[config.mk]
export PLATFORM = sky130hd
export DESIGN_NAME = tfn_sqrt
export DESIGN_NICKNAME = d
export VERILOG_FILES = /design/src/rtl/core/tfn_pkg.sv /design/src/rtl/core/tfn_sqrt.sv
export SDC_FILE = /design/constraint.sdc
export NUM_CORES = 2
export LEC_CHECK = 0
export BUFFER_PORTS_ARGS = -buffer_cell sky130_fd_sc_hd__buf_2
export CAP_MARGIN = 5
export CORE_MARGIN = 10
export CORE_UTILIZATION = 35
export CTS_BUF_LIST = sky130_fd_sc_hd__clkbuf_8 sky130_fd_sc_hd__clkbuf_16
export CTS_CLUSTER_DIAMETER = 100
export DETAILED_ROUTE_END_ITERATION = 12
export PLACE_DENSITY = 0.61
export RECOVER_POWER = 100
export SLEW_MARGIN = 10
export SYNTH_ARGS = -nofsm -noshare
export SYNTH_HDL_FRONTEND = slang
export SYNTH_SLANG_ARGS = --single-unit
[constraint.sdc]
create_clock -name clk -period 6.7 [get_ports clk]
set_input_delay 0.335 -clock clk [delete_from_list [all_inputs] [get_ports clk]]
set_output_delay 0.335 -clock clk [all_outputs]
set_load 0.05 [all_outputs]
[src/rtl/core/tfn_pkg.sv]
// Shared types and fixed widths for the triangle face normal pipeline.
// No dependencies; every other file but tfn_if imports this package.
package tfn_pkg;

  localparam int FIT_W  = 17;  // fitted edge component, signed
  localparam int PROD_W = 34;  // one partial cross product, signed
  localparam int MAG_W  = 34;  // cross component magnitude
  localparam int NRM_W  = 30;  // block-scaled magnitude, largest in [2^29, 2^30)
  localparam int HALF_W = 15;  // half of a scaled magnitude
  localparam int SUM_W  = 62;  // sum of squared scaled magnitudes
  localparam int ROOT_W = 31;  // integer square root of the sum
  localparam int Q_W    = 15;  // quotient magnitude, up to 16384
  localparam int OUT_W  = 16;  // Q1.14 result component

  typedef struct packed {
    logic [5:0][PROD_W-1:0] p;
  } prod_t;

  typedef struct packed {
    logic                  degen;
    logic [2:0]            neg;
    logic [2:0][NRM_W-1:0] mag;
  } nrm_t;

endpackage

[src/rtl/core/tfn_sqrt.sv]
// Pipelined integer square root, two result bits per stage (one in the last), 16 stages.
// Carries the scaled vector alongside. Depends on tfn_pkg.
module tfn_sqrt import tfn_pkg::*; (
  input  logic              clk,
  input  logic              rst_n,
  input  logic              en,
  input  logic              in_valid,
  input  nrm_t              in_nrm,
  input  logic [SUM_W-1:0]  in_sum,
  output logic              out_valid,
  output nrm_t              out_nrm,
  output logic [ROOT_W-1:0] out_root
);

  localparam int NSTG  = (ROOT_W + 1) / 2;
  localparam int REM_W = ROOT_W + 4;

  logic [NSTG:0]     v_s;
  logic [REM_W-1:0]  rem_s  [NSTG+1];
  logic [ROOT_W-1:0] root_s [NSTG+1];
  logic [SUM_W-1:0]  x_s    [NSTG+1];
  nrm_t              n_s    [NSTG+1];

  assign v_s[0]    = in_valid;
  assign rem_s[0]  = '0;
  assign root_s[0] = '0;
  assign x_s[0]    = in_sum;
  assign n_s[0]    = in_nrm;

  for (genvar g = 0; g < NSTG; g++) begin : g_stg
    localparam int NSTEP = (ROOT_W - 2*g >= 2) ? 2 : 1;
    logic              v_r;
    logic [REM_W-1:0]  rem_r, rem_nxt;
    logic [ROOT_W-1:0] root_r, root_nxt;
    logic [SUM_W-1:0]  x_r, x_nxt;
    nrm_t              n_r;

    // Take one result bit per step from the next pair of input bits
    always_comb begin
      logic [REM_W-1:0] trial;
      rem_nxt  = rem_s[g];
      root_nxt = root_s[g];
      x_nxt    = x_s[g];
      for (int k = 0; k < NSTEP; k++) begin
        rem_nxt = {rem_nxt[REM_W-3:0], x_nxt[SUM_W-1:SUM_W-2]};
        x_nxt   = x_nxt << 2;
        trial   = {2'b00, root_nxt, 2'b01};
        if (rem_nxt >= trial) begin
          rem_nxt  = rem_nxt - trial;
          root_nxt = {root_nxt[ROOT_W-2:0], 1'b1};
        end else begin
          root_nxt = {root_nxt[ROOT_W-2:0], 1'b0};
        end
      end
    end

    always_ff @(posedge clk) begin
      if (!rst_n) begin
        v_r <= 1'b0;
      end else if (en) begin
        v_r <= v_s[g];
      end
    end

    always_ff @(posedge clk) begin
      if (en) begin
        rem_r  <= rem_nxt;
        root_r <= root_nxt;
        x_r    <= x_nxt;
        n_r    <= n_s[g];
      end
    end

    assign v_s[g+1]    = v_r;
    assign rem_s[g+1]  = rem_r;
    assign root_s[g+1] = root_r;
    assign x_s[g+1]    = x_r;
    assign n_s[g+1]    = n_r;
  end

  assign out_valid = v_s[NSTG];
  assign out_nrm   = n_s[NSTG];
  assign out_root  = root_s[NSTG];

endmodule

==> flow_summary.toml <==
[outcome]
status = "complete, but fails checks"
violations = "capacitance limit, slew limit"

[global_routing]
grtUsageTotal_pct = 14.9
grt.overflow.total = 0
grt_start_max_net_pins = 177
antenna_found_initial = 11
grt_pass1_vias = 77200
grt_first_pass_wirelength_um = 452000

[yosys]
ys_seq_area_share_pct = 65.8
async_reset_ff_share_pct = 0
ys_seq_elements = 2714
yosysUniqueCellTypes = 108
yosysWarnings = 0
synthesis.area_per_instance_um2 = 13.4
synth_edf_count = 2698
synth-main-ff-cell = "edfxtp_1"
syn_area_um2 = 124000
syn_inst = 9244

[placement]
gp_congestion = 0.943
io_buffers = 285
dp.cells = 14400
post-place-ws_ps = -227
hpwl_um = 215000

[sta]
worst_slew_pin_slew_ps = 5350
fin_crit_ps = 6440
finalHoldViolCount = 0
slew_headroom_pct = -257
maxSlewViolCount = 954
rsz0062_at_grt = "no"
setup_viol = 0
fin_worst_skew_ps = 77.3
final.setup.worst_slack_ps = 265
post-route-period-util_pct = 96.0
clock.fmax_mhz = 155

[critical_path]
arrival_ps = 7090
cp_cell_sequence = "inv_1 -> ha_1 -> o21bai_1 -> nor3_1 -> a2111o_1 -> or3_1 -> inv_2 -> buf_4 -> o21ai_0 -> ha_1 -> a21o_1 -> a21o_1 -> a21oi_1 -> nor3_1 -> a2111oi_2 -> o41ai_1 -> or3_1 -> nor4_2 -> clkbuf_2 -> or3_1 -> xor2_1"
crit_required_ps = 7350
crit_top_cell = "or3_1"
cp-start-kind = "flop"
critPathCaptureType = "flop"
critPathMaxStageDelay_ps = 500
r2r-start = "g_stg[7].root_r[10]"
setup.worst_path.start = "g_stg[7].root_r[10]"
critical_path_class = "flop to flop"
path_delay_family = "compound AO/OA/AOI/OAI gates"
cp_slowest_cell = "a2111o_1"
path_buf_inv = 4
cp_max_fo = 14

[clock_tree]
clock-sinks = 2714
clk_pin_slew_ps = 60
cts_setup_buffers = 0
cts.htree.levels = 5
root_buffer = "clkbuf_16"
cts_buffers = 307
clk_path_buf_depth = 4
cts_tree = "yes"
clk_latency_ps = 930

[layout]
drive_gt1_share_pct = 11.1
fillerInstances = 32500
fin_cells = 15100
area_growth_pct = 16.8
fin_util_pct = 41.0
nets = 10800

[power_and_ir_drop]
leakage_nw = 53.7
finalPower_w = 0.0554
power-per-cell-area_nw_per_um2 = 384
peakVddDrop_v = 0.000281

[drt]
num_vias = 76500
route.final.wire_length_um = 293000
drc = 0
vias_per_cell = 5.06
first_pass_iters = 6
wire_per_inst_um = 19.4
final_antenna_net_count = 0
drtIter0Drc = 5925

[flow_run]
cap_violations = 7

[hold_path]
hold_path.startpoint = "in_sum[55]"
holdCritPathClass = "input pin to flop"

[die]
io_pins = 286
die_h_um = 614
fp.coreArea_um2 = 352000
rows = 218
start_util_pct = 35.1
die-area_um2 = 377000
dieWidth_um = 614
through the flow:
step	setup TNS, ps	hold slack [ps]	instance area [um^2]
after floorplan	0	400	124000
after global placement	-4740	400	133000
after detailed placement	-1970	405	133000
after CTS	0	11.7	145000
after global routing	0	55.0	144000
final	0	118	144000
kinds of logic (layout without fill, tap and decap cells):
family                     count (synthesis)  in the layout  synth area share, %
muxes                                    151            151                 1.33
buffers and inverters                    694           1831                 2.16
AOI/OAI and AO/OA                       1972           1972                 10.1
and+or+nand+nor                         2460           2460                 10.1
xor gates and xnor gates                 727            727                 5.15
other                                      1              6              0.00303
DFF                                     2714           2714                 65.8
adders and majority gates                525            525                 5.31
power breakdown:
part,internal (W),switching [W],total [W]
logic,0.00665,0.00970,0.0164
clock network,0.00965,0.00699,0.0166
registers,0.0212,0.00124,0.0224
total,0.0375,0.0179,0.0554
layer usage:
metal  routed length, um  track usage, %
met4               11200            5.32
met1              131000            20.0
met2              137000            24.3
met3               14300            2.49
met5                  37               0
layout make-up:
| type | count | area [um^2] | share of cell area [%] |
|---|---|---|---|
| flip-flops and latches | 2714 | 81300 | 56.3 |
| diodes | 3 | 7.51 | 0.00520 |
| well taps | 4730 | 5920 | 4.10 |
| repair buffers | 789 | 5480 | 3.79 |
| clock buffers | 311 | 7770 | 5.38 |
| clock inverters | 253 | 2400 | 1.66 |
| multi-input cells | 5838 | 39800 | 27.5 |
| inverters | 478 | 1800 | 1.25 |
cells in the final DEF, fill, tap and decap left out, types with 198 or more instances in the layout:
master and count:
xnor2_1 470, clkbuf_16 310, xor2_1 257, ha_1 525, a21o_1 252, edfxtp_1 2698, nor2_1 616, a21oi_1 622
buf_4 245, nand2_1 576, o21ai_0 424, nor3_1 198, inv_1 526
path summary, 6_finish.rpt:
check | end | slack [ps] | cells after the start
setup / recovery | g_stg[8].rem_r[22] | 260 | 21
hold / removal | g_stg[0].x_r[59] | 120 | 2
setup reg to reg | g_stg[8].rem_r[22] | 260 | 21
hold reg to reg | g_stg[6].n_r[39] | 380 | 0
sequential cells by signal (all words and copies together), names as in the netlist:
signal	flops
out_nrm	94
g_stg.x_r	450
g_stg.n_r	1410
g_stg.rem_r	473
out_valid	1
g_stg.root_r	240
out_root	31
g_stg.v_r	15
repair_timing:
item / 4_1_cts / 5_1_grt
setup endpoints to repair: 47 / 113
pin swaps: 0 / 0
resized for setup: 4 / 18
endpoints found under the hold margin: 189 / 0
hold buffers: 165 / 0
cell usage after synthesis, types with 66 or more instances:
cell         n  area (um^2)
a211oi_1    66          495
a21o_1     252         1890
a21oi_1    622         3110
and3_1      87          544
clkbuf_1   162          608
edfxtp_1  2698        81000
ha_1       525         6570
inv_1      473         1780
mux2_2     109         1230
nand2_1    576         2160
nand2b_1    84          526
nand3_1    165          826
nand4_1    115          719
nor2_1     617         2320
nor2b_1     93          582
nor3_1     197          986
nor4_1     115          719
o21a_1      78          586
o21ai_0    421         2110
o21bai_1    68          510
or3_1       78          488
xnor2_1    470         4120
xor2_1     257         2250
Power figures use the tool's default switching activity.
